### src/hdl/oscillator_discipline_loop_macros.svh
// Assertion macros shared by the oscillator discipline loop RTL.
// Each macro expects signals named clock and reset in the scope that uses it.
`ifndef OSCILLATOR_DISCIPLINE_LOOP_MACROS_SVH
`define OSCILLATOR_DISCIPLINE_LOOP_MACROS_SVH

// Same-cycle implication, checked outside reset.
`define ODL_ASSERT_NOW(lbl, ante, cons, msg) \
   lbl: assert property (@(posedge clock) disable iff (reset) (ante) |-> (cons)) else $error(msg);

// Next-cycle implication, checked outside reset.
`define ODL_ASSERT_NEXT(lbl, ante, cons, msg) \
   lbl: assert property (@(posedge clock) disable iff (reset) (ante) |=> (cons)) else $error(msg);

`endif

### src/hdl/odl_pkg.sv
// Shared types, constants and the control store of the oscillator discipline loop.
// No dependencies; used by odl_seq, odl_dp and oscillator_discipline_loop.
package odl_pkg;

   localparam int TGT_W     = 32;
   localparam int TOL_W     = 16;
   localparam int DAC_W     = 12;
   localparam int ADJ_W     = 2;
   localparam int CSR_AW    = 4;
   localparam int CSR_DW    = 32;
   localparam int MUL_BITS  = 7;
   localparam int CNT_W     = 3;
   localparam int STEP_W    = 4;

   localparam logic [MUL_BITS-1:0] K_SCALE     = 7'd100;
   localparam logic [DAC_W-1:0]    DAC_MAX     = 12'd4095;
   localparam logic [TGT_W-1:0]    TARGET_RST  = 32'd30720000;
   localparam logic [TOL_W-1:0]    TOL_RST     = 16'd15;
   localparam logic [DAC_W-1:0]    IDAC_RST    = 12'd3125;

   // register indexes (byte address / 4)
   localparam logic [1:0] REG_TARGET = 2'd0;
   localparam logic [1:0] REG_TOL    = 2'd1;
   localparam logic [1:0] REG_IDAC   = 2'd2;

   // adjust codes
   localparam logic [ADJ_W-1:0] ADJ_NONE = 2'd0;
   localparam logic [ADJ_W-1:0] ADJ_DOWN = 2'd1;
   localparam logic [ADJ_W-1:0] ADJ_UP   = 2'd2;

   typedef logic [STEP_W-1:0] step_type;

   typedef enum logic [3:0] {
      OP_NOP,
      OP_LATCH,
      OP_READ,
      OP_SUB_OLD,
      OP_ADD_NEW,
      OP_INIT_T,
      OP_MAC_T,
      OP_MK_BAND,
      OP_MAC_FILL,
      OP_CMP,
      OP_EMIT,
      OP_CLEAR
   } op_type;

   typedef enum logic [2:0] {
      C_NEVER,
      C_ALWAYS,
      C_NO_INPUT,
      C_SETTLING,
      C_LOOP_MORE,
      C_OUT_BUSY
   } cond_type;

   typedef struct packed {
      op_type   op;
      cond_type cond;
      step_type target;
   } ucode_type;

   typedef struct packed {
      logic no_input;
      logic settling;
      logic loop_more;
      logic out_busy;
   } stat_type;

   // program addresses
   localparam step_type S_WAIT   = 4'd0;
   localparam step_type S_READ   = 4'd1;
   localparam step_type S_SUB    = 4'd2;
   localparam step_type S_ADD    = 4'd3;
   localparam step_type S_INIT_T = 4'd4;
   localparam step_type S_MAC_T  = 4'd5;
   localparam step_type S_BAND   = 4'd6;
   localparam step_type S_MAC_F  = 4'd7;
   localparam step_type S_CMP    = 4'd8;
   localparam step_type S_EMIT   = 4'd9;
   localparam step_type S_RET    = 4'd10;
   localparam step_type S_CLEAR  = 4'd11;

   // Control store: jump to target when the condition holds, else fall through.
   function automatic ucode_type ucode_fetch(input step_type s);
      ucode_type w;
      unique case (s)
         S_WAIT:   w = '{OP_LATCH,    C_NO_INPUT,  S_WAIT};
         S_READ:   w = '{OP_READ,     C_SETTLING,  S_CLEAR};
         S_SUB:    w = '{OP_SUB_OLD,  C_NEVER,     S_WAIT};
         S_ADD:    w = '{OP_ADD_NEW,  C_NEVER,     S_WAIT};
         S_INIT_T: w = '{OP_INIT_T,   C_NEVER,     S_WAIT};
         S_MAC_T:  w = '{OP_MAC_T,    C_LOOP_MORE, S_MAC_T};
         S_BAND:   w = '{OP_MK_BAND,  C_NEVER,     S_WAIT};
         S_MAC_F:  w = '{OP_MAC_FILL, C_LOOP_MORE, S_MAC_F};
         S_CMP:    w = '{OP_CMP,      C_NEVER,     S_WAIT};
         S_EMIT:   w = '{OP_EMIT,     C_OUT_BUSY,  S_EMIT};
         S_RET:    w = '{OP_NOP,      C_ALWAYS,    S_WAIT};
         S_CLEAR:  w = '{OP_CLEAR,    C_ALWAYS,    S_EMIT};
         default:  w = '{OP_NOP,      C_ALWAYS,    S_WAIT};
      endcase
      return w;
   endfunction

endpackage

### src/hdl/odl_seq.sv
// Microcode sequencer: step counter, control store fetch and jump logic.
// Depends on odl_pkg.
module odl_seq (
   input  logic                clock,
   input  logic                reset,
   input  odl_pkg::stat_type   stat,
   output odl_pkg::ucode_type  ctrl
);
   import odl_pkg::*;

   step_type step_ff;
   step_type step_in;
   logic     jump;

   assign ctrl = ucode_fetch(step_ff);

   always_comb begin
      case (ctrl.cond)
         C_ALWAYS:    jump = 1'b1;
         C_NO_INPUT:  jump = stat.no_input;
         C_SETTLING:  jump = stat.settling;
         C_LOOP_MORE: jump = stat.loop_more;
         C_OUT_BUSY:  jump = stat.out_busy;
         default:     jump = 1'b0;
      endcase
      step_in = jump ? ctrl.target : step_ff + step_type'(1);
   end

   always_ff @(posedge clock) begin
      if (reset) begin
         step_ff <= S_WAIT;
      end else begin
         step_ff <= step_in;
      end
   end

endmodule

### src/hdl/odl_dp.sv
// Datapath: count ring memory, running sum, shift-add scaling, DAC and result register.
// Depends on odl_pkg and oscillator_discipline_loop_macros.svh; driven by odl_seq.
`include "oscillator_discipline_loop_macros.svh"
module odl_dp #(
   parameter int WINDOW      = 25,
   parameter int COUNT_WIDTH = 32
) (
   input  logic                        clock,
   input  logic                        reset,
   input  odl_pkg::ucode_type          ctrl,
   output odl_pkg::stat_type           stat,
   input  logic                        req_valid,
   input  logic [COUNT_WIDTH-1:0]      req_measured_count,
   input  logic                        rsp_stall,
   output logic                        rsp_valid,
   output logic [odl_pkg::DAC_W-1:0]   rsp_dac_code,
   output logic [odl_pkg::ADJ_W-1:0]   rsp_adjust,
   output logic                        rsp_discarded,
   input  logic [odl_pkg::TGT_W-1:0]   cfg_target,
   input  logic [odl_pkg::TOL_W-1:0]   cfg_tolerance,
   input  logic                        cfg_dac_load,
   input  logic [odl_pkg::DAC_W-1:0]   cfg_dac_code
);
   import odl_pkg::*;

   localparam int FILL_W = $clog2(WINDOW + 1);
   localparam int POS_W  = (WINDOW > 1) ? $clog2(WINDOW) : 1;
   localparam int SUM_W  = COUNT_WIDTH + FILL_W;
   localparam int LHS_W  = SUM_W + MUL_BITS + 1;
   localparam int BAND_W = TGT_W + MUL_BITS + 2;
   localparam int RHS_W  = BAND_W + FILL_W;
   localparam int CMP_W  = (LHS_W > RHS_W) ? LHS_W : RHS_W;

   logic [COUNT_WIDTH-1:0] ring_mem [WINDOW];
   logic [COUNT_WIDTH-1:0] rd_ff;
   logic [COUNT_WIDTH-1:0] m_ff;

   logic [SUM_W-1:0]       sum_ff;
   logic [POS_W-1:0]       pos_ff;
   logic                   full_ff;
   logic                   settling_ff;
   logic [FILL_W-1:0]      fill_ff;
   logic [CNT_W-1:0]       cnt_ff;
   logic [DAC_W-1:0]       dac_ff;

   logic signed [CMP_W-1:0] acc_t_ff;
   logic signed [CMP_W-1:0] lhs_ff;
   logic signed [CMP_W-1:0] band_dn_ff;
   logic signed [CMP_W-1:0] band_up_ff;
   logic signed [CMP_W-1:0] rdn_ff;
   logic signed [CMP_W-1:0] rup_ff;
   logic                    gt_ff;
   logic                    lt_ff;
   logic                    disc_ff;

   logic                    rsp_valid_ff;
   logic [DAC_W-1:0]        rsp_dac_ff;
   logic [ADJ_W-1:0]        rsp_adjust_ff;
   logic                    rsp_disc_ff;

   logic signed [CMP_W-1:0] t_ext;
   logic signed [CMP_W-1:0] tol_ext;
   logic signed [CMP_W-1:0] sum_ext;
   logic [MUL_BITS-1:0]     fill_ext;
   logic [CNT_W-1:0]        bit_idx;
   logic                    k_bit;
   logic                    f_bit;
   logic                    out_busy;
   logic                    emit_go;
   logic [DAC_W-1:0]        dac_in;
   logic [ADJ_W-1:0]        adjust_in;
   logic                    settle_in;

   assign t_ext    = signed'({{(CMP_W-TGT_W){1'b0}}, cfg_target});
   assign tol_ext  = signed'({{(CMP_W-TOL_W){1'b0}}, cfg_tolerance});
   assign sum_ext  = signed'({{(CMP_W-SUM_W){1'b0}}, sum_ff});
   assign fill_ext = MUL_BITS'(fill_ff);
   // MSB first through the multiplier bits
   assign bit_idx  = CNT_W'(MUL_BITS - 1) - cnt_ff;
   assign k_bit    = K_SCALE[bit_idx];
   assign f_bit    = fill_ext[bit_idx];

   assign out_busy = rsp_valid_ff && rsp_stall;
   assign emit_go  = (ctrl.op == OP_EMIT) && !out_busy;

   assign stat.no_input  = !req_valid;
   assign stat.settling  = settling_ff;
   assign stat.loop_more = (cnt_ff != CNT_W'(MUL_BITS - 1));
   assign stat.out_busy  = out_busy;

   // Step decision: above the band steps down, below it steps up; limits and discards hold.
   always_comb begin
      dac_in    = dac_ff;
      adjust_in = ADJ_NONE;
      settle_in = 1'b0;
      if (!disc_ff) begin
         if (gt_ff) begin
            if (dac_ff != '0) begin
               dac_in    = dac_ff - DAC_W'(1);
               adjust_in = ADJ_DOWN;
               settle_in = 1'b1;
            end
         end else if (lt_ff) begin
            if (dac_ff != DAC_MAX) begin
               dac_in    = dac_ff + DAC_W'(1);
               adjust_in = ADJ_UP;
               settle_in = 1'b1;
            end
         end
      end
   end

   // Ring memory: one read or one write per step.
   always_ff @(posedge clock) begin
      if (ctrl.op == OP_READ) begin
         rd_ff <= ring_mem[pos_ff];
      end
      if (ctrl.op == OP_ADD_NEW) begin
         ring_mem[pos_ff] <= m_ff;
      end
   end

   // Control state
   always_ff @(posedge clock) begin
      if (reset) begin
         sum_ff       <= '0;
         pos_ff       <= '0;
         full_ff      <= 1'b0;
         settling_ff  <= 1'b0;
         cnt_ff       <= '0;
         dac_ff       <= IDAC_RST;
         rsp_valid_ff <= 1'b0;
      end else begin
         unique case (ctrl.op)
            OP_SUB_OLD: begin
               if (full_ff) begin
                  sum_ff <= sum_ff - {{(SUM_W-COUNT_WIDTH){1'b0}}, rd_ff};
               end
            end
            OP_ADD_NEW: begin
               sum_ff <= sum_ff + {{(SUM_W-COUNT_WIDTH){1'b0}}, m_ff};
               if (pos_ff == POS_W'(WINDOW - 1)) begin
                  pos_ff  <= '0;
                  full_ff <= 1'b1;
               end else begin
                  pos_ff <= pos_ff + POS_W'(1);
               end
            end
            OP_INIT_T, OP_MK_BAND: begin
               cnt_ff <= '0;
            end
            OP_MAC_T, OP_MAC_FILL: begin
               cnt_ff <= cnt_ff + CNT_W'(1);
            end
            OP_EMIT: begin
               if (emit_go) begin
                  dac_ff      <= dac_in;
                  settling_ff <= settle_in;
               end
            end
            OP_CLEAR: begin
               sum_ff      <= '0;
               pos_ff      <= '0;
               full_ff     <= 1'b0;
               settling_ff <= 1'b0;
            end
            default: begin
            end
         endcase

         if (cfg_dac_load) begin
            dac_ff <= cfg_dac_code;
         end

         if (emit_go) begin
            rsp_valid_ff <= 1'b1;
         end else if (rsp_valid_ff && !rsp_stall) begin
            rsp_valid_ff <= 1'b0;
         end
      end
   end

   // Payload and arithmetic registers
   always_ff @(posedge clock) begin
      unique case (ctrl.op)
         OP_LATCH: begin
            if (req_valid) begin
               m_ff <= req_measured_count;
            end
         end
         OP_ADD_NEW: begin
            fill_ff <= full_ff ? FILL_W'(WINDOW) : FILL_W'(pos_ff) + FILL_W'(1);
         end
         OP_INIT_T: begin
            acc_t_ff <= '0;
            lhs_ff   <= '0;
         end
         OP_MAC_T: begin
            acc_t_ff <= (acc_t_ff <<< 1) + (k_bit ? t_ext : '0);
            lhs_ff   <= (lhs_ff <<< 1) + (k_bit ? sum_ext : '0);
         end
         OP_MK_BAND: begin
            band_dn_ff <= acc_t_ff + tol_ext;
            band_up_ff <= acc_t_ff - tol_ext;
            rdn_ff     <= '0;
            rup_ff     <= '0;
         end
         OP_MAC_FILL: begin
            rdn_ff <= (rdn_ff <<< 1) + (f_bit ? band_dn_ff : '0);
            rup_ff <= (rup_ff <<< 1) + (f_bit ? band_up_ff : '0);
         end
         OP_CMP: begin
            gt_ff   <= lhs_ff > rdn_ff;
            lt_ff   <= lhs_ff < rup_ff;
            disc_ff <= 1'b0;
         end
         OP_CLEAR: begin
            gt_ff   <= 1'b0;
            lt_ff   <= 1'b0;
            disc_ff <= 1'b1;
         end
         OP_EMIT: begin
            if (emit_go) begin
               rsp_dac_ff    <= dac_in;
               rsp_adjust_ff <= adjust_in;
               rsp_disc_ff   <= disc_ff;
            end
         end
         default: begin
         end
      endcase
   end

   assign rsp_valid     = rsp_valid_ff;
   assign rsp_dac_code  = rsp_dac_ff;
   assign rsp_adjust    = rsp_adjust_ff;
   assign rsp_discarded = rsp_disc_ff;

   `ODL_ASSERT_NOW(a_pos_in_window, 1'b1, pos_ff <= POS_W'(WINDOW - 1), "write position left window")
   `ODL_ASSERT_NEXT(a_full_fill, ctrl.op == OP_ADD_NEW && full_ff, fill_ff == FILL_W'(WINDOW), "full ring not averaged over window")
   `ODL_ASSERT_NEXT(a_step_settles, emit_go && adjust_in != ADJ_NONE, settling_ff, "DAC step without settling")
   `ODL_ASSERT_NOW(a_discard_no_step, rsp_valid_ff && rsp_disc_ff, rsp_adjust_ff == ADJ_NONE, "discarded transaction reports a step")

endmodule

### src/hdl/oscillator_discipline_loop.sv
// An accepted measurement runs read, subtract, add, the two 7-step shift-add loops, band,
// compare and emit; a discarded one runs read, clear and emit, before the next is taken;
// a result still stalled downstream holds the emit step and the intake.
// Reset: synchronous, active high; ring empty, sum zero, DAC at 3125, registers at defaults.
// Ring entries have no reset value; a read before the write goes unused; no clearing pass.
// Depends on odl_pkg, odl_seq and odl_dp.
module oscillator_discipline_loop #(
   parameter int WINDOW      = 25,   // averaging window, 1..64 entries
   parameter int COUNT_WIDTH = 32    // bits of the measured count used, 26..40
) (
   input  logic                         clock,
   input  logic                         reset,
   // measurement channel
   input  logic                         req_valid,
   output logic                         req_stall,
   input  logic [COUNT_WIDTH-1:0]       req_measured_count,
   // result channel
   output logic                         rsp_valid,
   input  logic                         rsp_stall,
   output logic [odl_pkg::DAC_W-1:0]    rsp_dac_code,
   output logic [odl_pkg::ADJ_W-1:0]    rsp_adjust,
   output logic                         rsp_discarded,
   // register port
   input  logic                         csr_psel,
   input  logic                         csr_penable,
   input  logic                         csr_pwrite,
   input  logic [odl_pkg::CSR_AW-1:0]   csr_paddr,
   input  logic [odl_pkg::CSR_DW-1:0]   csr_pwdata,
   output logic [odl_pkg::CSR_DW-1:0]   csr_prdata,
   output logic                         csr_pready
);
   import odl_pkg::*;

   ucode_type           ctrl;
   stat_type            stat;

   logic [TGT_W-1:0]    target_ff;
   logic [TOL_W-1:0]    tol_ff;
   logic [DAC_W-1:0]    idac_ff;
   logic [1:0]          reg_idx;
   logic                csr_wr;
   logic                dac_load;

   // Register port: zero wait states, index from the word address.
   assign csr_pready = 1'b1;
   assign reg_idx    = csr_paddr[3:2];
   assign csr_wr     = csr_psel && csr_penable && csr_pwrite;
   // Writing initial_dac also reloads the live DAC value.
   assign dac_load   = csr_wr && (reg_idx == REG_IDAC);

   always_ff @(posedge clock) begin
      if (reset) begin
         target_ff <= TARGET_RST;
         tol_ff    <= TOL_RST;
         idac_ff   <= IDAC_RST;
      end else if (csr_wr) begin
         unique case (reg_idx)
            REG_TARGET: target_ff <= csr_pwdata;
            REG_TOL:    tol_ff    <= csr_pwdata[TOL_W-1:0];
            REG_IDAC:   idac_ff   <= csr_pwdata[DAC_W-1:0];
            default: begin
               // drop writes past the register list
            end
         endcase
      end
   end

   always_comb begin
      unique case (reg_idx)
         REG_TARGET: csr_prdata = target_ff;
         REG_TOL:    csr_prdata = {{(CSR_DW-TOL_W){1'b0}}, tol_ff};
         REG_IDAC:   csr_prdata = {{(CSR_DW-DAC_W){1'b0}}, idac_ff};
         default:    csr_prdata = '0;
      endcase
   end

   // Take a measurement only at the wait step of the program. The result register
   // holds the previous result; while it is still stalled the program waits at the
   // emit step, so intake then waits on the consumer.
   assign req_stall = (ctrl.op != OP_LATCH);

   odl_seq u_seq (
      .clock (clock),
      .reset (reset),
      .stat  (stat),
      .ctrl  (ctrl)
   );

   odl_dp #(
      .WINDOW      (WINDOW),
      .COUNT_WIDTH (COUNT_WIDTH)
   ) u_dp (
      .clock              (clock),
      .reset              (reset),
      .ctrl               (ctrl),
      .stat               (stat),
      .req_valid          (req_valid),
      .req_measured_count (req_measured_count),
      .rsp_stall          (rsp_stall),
      .rsp_valid          (rsp_valid),
      .rsp_dac_code       (rsp_dac_code),
      .rsp_adjust         (rsp_adjust),
      .rsp_discarded      (rsp_discarded),
      .cfg_target         (target_ff),
      .cfg_tolerance      (tol_ff),
      .cfg_dac_load       (dac_load),
      .cfg_dac_code       (csr_pwdata[DAC_W-1:0])
   );

endmodule
### config.mk
export PLATFORM = sky130hd
export DESIGN_NAME = oscillator_discipline_loop
export DESIGN_NICKNAME = d
export VERILOG_FILES = /design/src/hdl/odl_pkg.sv /design/src/hdl/odl_seq.sv /design/src/hdl/odl_dp.sv /design/src/hdl/oscillator_discipline_loop.sv
export VERILOG_INCLUDE_DIRS = /design/src /design/src/hdl
export SDC_FILE = /design/constraint.sdc
export NUM_CORES = 2
export LEC_CHECK = 0
export BUFFER_PORTS_ARGS = -buffer_cell sky130_fd_sc_hd__buf_2
export CAP_MARGIN = 5
export CORE_MARGIN = 5
export CORE_UTILIZATION = 55
export CTS_CLUSTER_SIZE = 20
export DETAILED_ROUTE_END_ITERATION = 8
export GPL_ROUTABILITY_DRIVEN = 0
export HOLD_SLACK_MARGIN = 0.1
export PLACE_DENSITY = 0.74
export SYNTH_ARGS = -nofsm -noshare
export SYNTH_HDL_FRONTEND = slang
export SYNTH_SLANG_ARGS = --single-unit
### constraint.sdc
create_clock -name clock -period 14.5 [get_ports clock]
set_input_delay 2.175 -clock clock [delete_from_list [all_inputs] [get_ports clock]]
set_output_delay 2.175 -clock clock [all_outputs]
set_load 0.02 [all_outputs]
==> summary.md <==
| Metric | Value |
|---|---|
| Outcome | `finished, final reports clean` |
| Power Density | `137 nW/um^2` |
| Deepest clock path buffer count | `3` |
| Final hold viol count | `0` |
| Die Y-Extent | `353 um` |
| Final-layout fill cell count | `8662` |
| Die W | `353 um` |
| Post-Syn Instances | `5010` |
| Grt total ovfl | `0` |
| Post-Route WL | `156000 um` |
| Multi-input logic area | `25700 sq um` |
| First-pass GRT wire length | `241000 um` |
| CTS tree | `yes` |
| Die area | `124000 sq um` |
| Yosys reg bits | `1296` |
| Post-route ant nets | `0` |
| Drc violations | `0` |
| Biggest area consumer among synthesized cells | `edfxtp_1` |
| Sequential cell area fraction in the yosys report | `58.1%` |
| Hold buffer count at CTS | `0` |
| Top area cells in the synthesized netlist | `edfxtp_1 (54%), mux4_2 (7.1%), ha_1 (6.4%)` |
| Max-slew violations | `0` |
| Fin nets | `5547` |
| Total track usage | `24.8%` |
| Syn avg cell area | `12.9 sq um` |
| Post-synthesis instance area | `64600 sq um` |
| WP data arrival | `6670 ps` |
| Port Buffer Count | `121` |
| Switching Share | `27.9%` |
| Clk_lat worst skew | `770 ps` |
| Sink Count | `1296` |
| Achievable Freq | `162 MHz` |
| Sequential Power Share | `47.0%` |
| Final setup viols | `0` |
| Yosys cell types | `79` |
| FF/Latch Area | `37600 sq um` |
| Post-synth ARST share | `0%` |
| Final Skew | `31.1 ps` |
| Yosys warns | `0` |
| Max_cap viols | `0` |
| H-tree depth | `4` |
| Worst hold path class | `reg2reg` |
| WP data required | `14980 ps` |
| RSZ-0062 raised after global routing | `no` |
| Vias | `41800` |
| Setup_tns | `0 ps` |
| Largest net degree at the start of global routing | `91` |
| Critical path fanouts, max | `90` |
| Buffers inserted by post-CTS timing repair | `0` |
| Clock power frac | `35.8%` |
| Internal power | `7080 uW` |
| Fin crit period | `6190 ps` |
| Initial antenna violation count | `2` |
| Initial drt markers | `3973` |
| Vias in the first global route | `41300` |
| Setup CP Type | `reg2reg` |
| Initial Utilization | `55.5%` |
| Number of synthesized flops with an enable pin | `1161` |
| Leakage | `0.0263 uW` |
| Worst Tran Pin Value | `1100 ps` |
| DR pass1 iterations | `6` |
| Area share of the largest cell type after synthesis | `54.0%` |
| Crit. End Element | `flip-flop` |
| Commonest cells post-synth | `edfxtp_1 (1161), nor2_1 (420), a21oi_1 (352)` |
| Fin crit share | `42.7%` |
| Rows | `125` |
| Clk pin slew, worst setup/hold paths | `60 ps` |
| Post-CTS sizing | `0` |
| Root buf cell | `clkbuf_16` |
| Syn nets | `5422` |
| Num CTS Buffers | `137` |
| Crit start category | `flip-flop` |
| Share of cells above drive strength 1 | `13.2%` |
| Synth Flop Type | `edfxtp_1` |
| Vias per cell | `6.17` |
| Top Ports | `125` |
| Slew headroom | `26.3%` |
| DP HPWL | `97200 um` |
| Average wire per standard cell | `23.0 um` |
| Comb pwr share | `17.2%` |
| Area after DPL | `67100 sq um` |
| Max IR drop VDD | `158 uV` |
| Syn-to-layout area delta | `10.9%` |
| Post-route cell area | `71600 sq um` |
| Cell with the most instances after synthesis | `edfxtp_1` |
| Sw power | `2740 uW` |
| Core area | `116000 sq um` |
[logic make-up (layout without fill, tap and decap cells)]
kind of cell | after synthesis | after routing | synth area share (%)
multiplexers | 288 | 288 | 8.44
adder cells (fa/ha/maj) | 337 | 337 | 6.61
AO/OA/AOI/OAI | 1002 | 1002 | 9.87
buffers and inverters | 408 | 643 | 2.38
flip-flops | 1296 | 1296 | 58.1
AND/OR/NAND/NOR | 1370 | 1370 | 10.4
other | 1 | 2 | 0.00580
XOR/XNOR | 308 | 308 | 4.17
[critical path, stage by stage (launching register included)]
cell	delay (ps)
dfxtp_1	500
inv_1	160
ha_1	380
mux4_2	290
nor2b_1	160
a31oi_4	200
buf_4	710
nor2b_1	110
ha_1	250
fa_1	440
a21o_1	180
a21o_1	190
nand2_1	90
o31ai_1	120
o211a_1	250
o21ai_0	610
o211ai_1	210
o2111ai_1	180
a21oi_1	210
a221oi_1	410
xnor2_1	170
nor2_1	60
[worst paths after layout]
check	startpoint	end	slack [ps]	cells after the start
worst max-delay path	u_dp.cnt_ff[0]$_SDFFE_PP0P_	u_dp.rup_ff[45]$_SDFFCE_PP0P_	8310	21
worst min-delay path	idac_ff[11]$_SDFFE_PP1P_	idac_ff[11]$_SDFFE_PP1P_	450	2
worst max register to register	u_dp.cnt_ff[0]$_SDFFE_PP0P_	u_dp.rup_ff[45]$_SDFFCE_PP0P_	8310	21
worst min register to register	idac_ff[11]$_SDFFE_PP1P_	idac_ff[11]$_SDFFE_PP1P_	450	2
[per-layer routing]
| layer | part of all wire [%] | up-vias | GRT usage [%] |
|---|---|---|---|
| li1 | - | 19100 | - |
| met1 | 41 | 20500 | 33.7 |
| met2 | 48 | 1775 | 40.9 |
| met3 | 7.3 | 355 | 3.88 |
| met4 | 3.6 | 2 | 8.99 |
| met5 | 0.0083 | - | 0 |
[sequential cells by signal, summed over array words and instances (netlist names), 2 cells and up]
name               count
tol_ff                16
u_dp.m_ff             32
u_seq.ctrl            11
u_dp.rdn_ff           45
idac_ff               12
u_dp.rsp_adjust        2
u_dp.cnt_ff            3
u_dp.band_dn_ff       45
u_dp.band_up_ff       46
u_dp.rup_ff           46
u_dp.dac_ff           12
u_dp.acc_t_ff         46
u_dp.rd_ff            32
u_dp.sum_ff           37
u_dp.ring_mem        800
u_dp.pos_ff            5
u_dp.fill_ff           5
u_seq.step_ff          4
target_ff             32
u_dp.rsp_dac_code     12
u_dp.lhs_ff           46
[per-stage QoR]
step | utilization, % | hold slack (ps) | instances | power, uW | setup WS (ps)
after floorplan | - | 422 | 5010 | 5900 | 6730
after global placement | 57.7 | 433 | 6520 | 6310 | 8360
after detailed placement | 57.7 | 439 | 6520 | 6360 | 8290
after CTS | 61.6 | 446 | 6769 | 9870 | 8280
after global routing | 61.6 | 456 | 6769 | 10300 | 7820
final | 61.6 | 447 | 6770 | 9820 | 8310
[cell usage in the layout, fill, tap and decap left out, types with 17 or more instances in the layout]
| cell | n |
|---|---|
| mux2i_1 | 59 |
| xor2_1 | 156 |
| a21o_1 | 174 |
| nand2b_1 | 42 |
| a22o_1 | 23 |
| nor3_1 | 67 |
| nor2_1 | 405 |
| nand4_1 | 53 |
| o221ai_1 | 17 |
| xnor2_1 | 152 |
| nand3_1 | 60 |
| and2_1 | 101 |
| ha_1 | 330 |
| inv_1 | 191 |
| buf_2 | 120 |
| a22oi_1 | 40 |
| buf_4 | 82 |
| o21a_1 | 19 |
| clkinv_1 | 30 |
| clkbuf_1 | 32 |
| o21bai_1 | 41 |
| o31ai_1 | 18 |
| or3_1 | 39 |
| nor2b_1 | 142 |
| a21oi_1 | 350 |
| mux4_2 | 203 |
| edfxtp_1 | 1161 |
| mux2_2 | 26 |
| nand2_1 | 301 |
| dfxtp_1 | 130 |
| o21ai_0 | 165 |
| clkbuf_16 | 140 |
| a31oi_1 | 28 |
| and3_1 | 39 |
[power by group through the flow]
stage / clock, uW / sequential, uW / combinational, uW
floorplan: 0 / 4630 / 1270
CTS: 3560 / 4610 / 1690
global placement: 0 / 4670 / 1640
finish: 3510 / 4620 / 1690
detailed placement: 0 / 4690 / 1670
global route: 3730 / 4640 / 1880
[area by class of cell]
class                   instances  share of cell area [%]
diodes                          1                 0.00349
clock buffers                 175                    5.11
clock inverters                74                    1.19
inverters                     192                    1.01
multi-input cells            3306                    35.9
flip-flops and latches       1296                    52.5
well taps                    1524                    2.66
repair buffers                202                    1.70
Note: power is estimated with default switching activity, not from simulation.
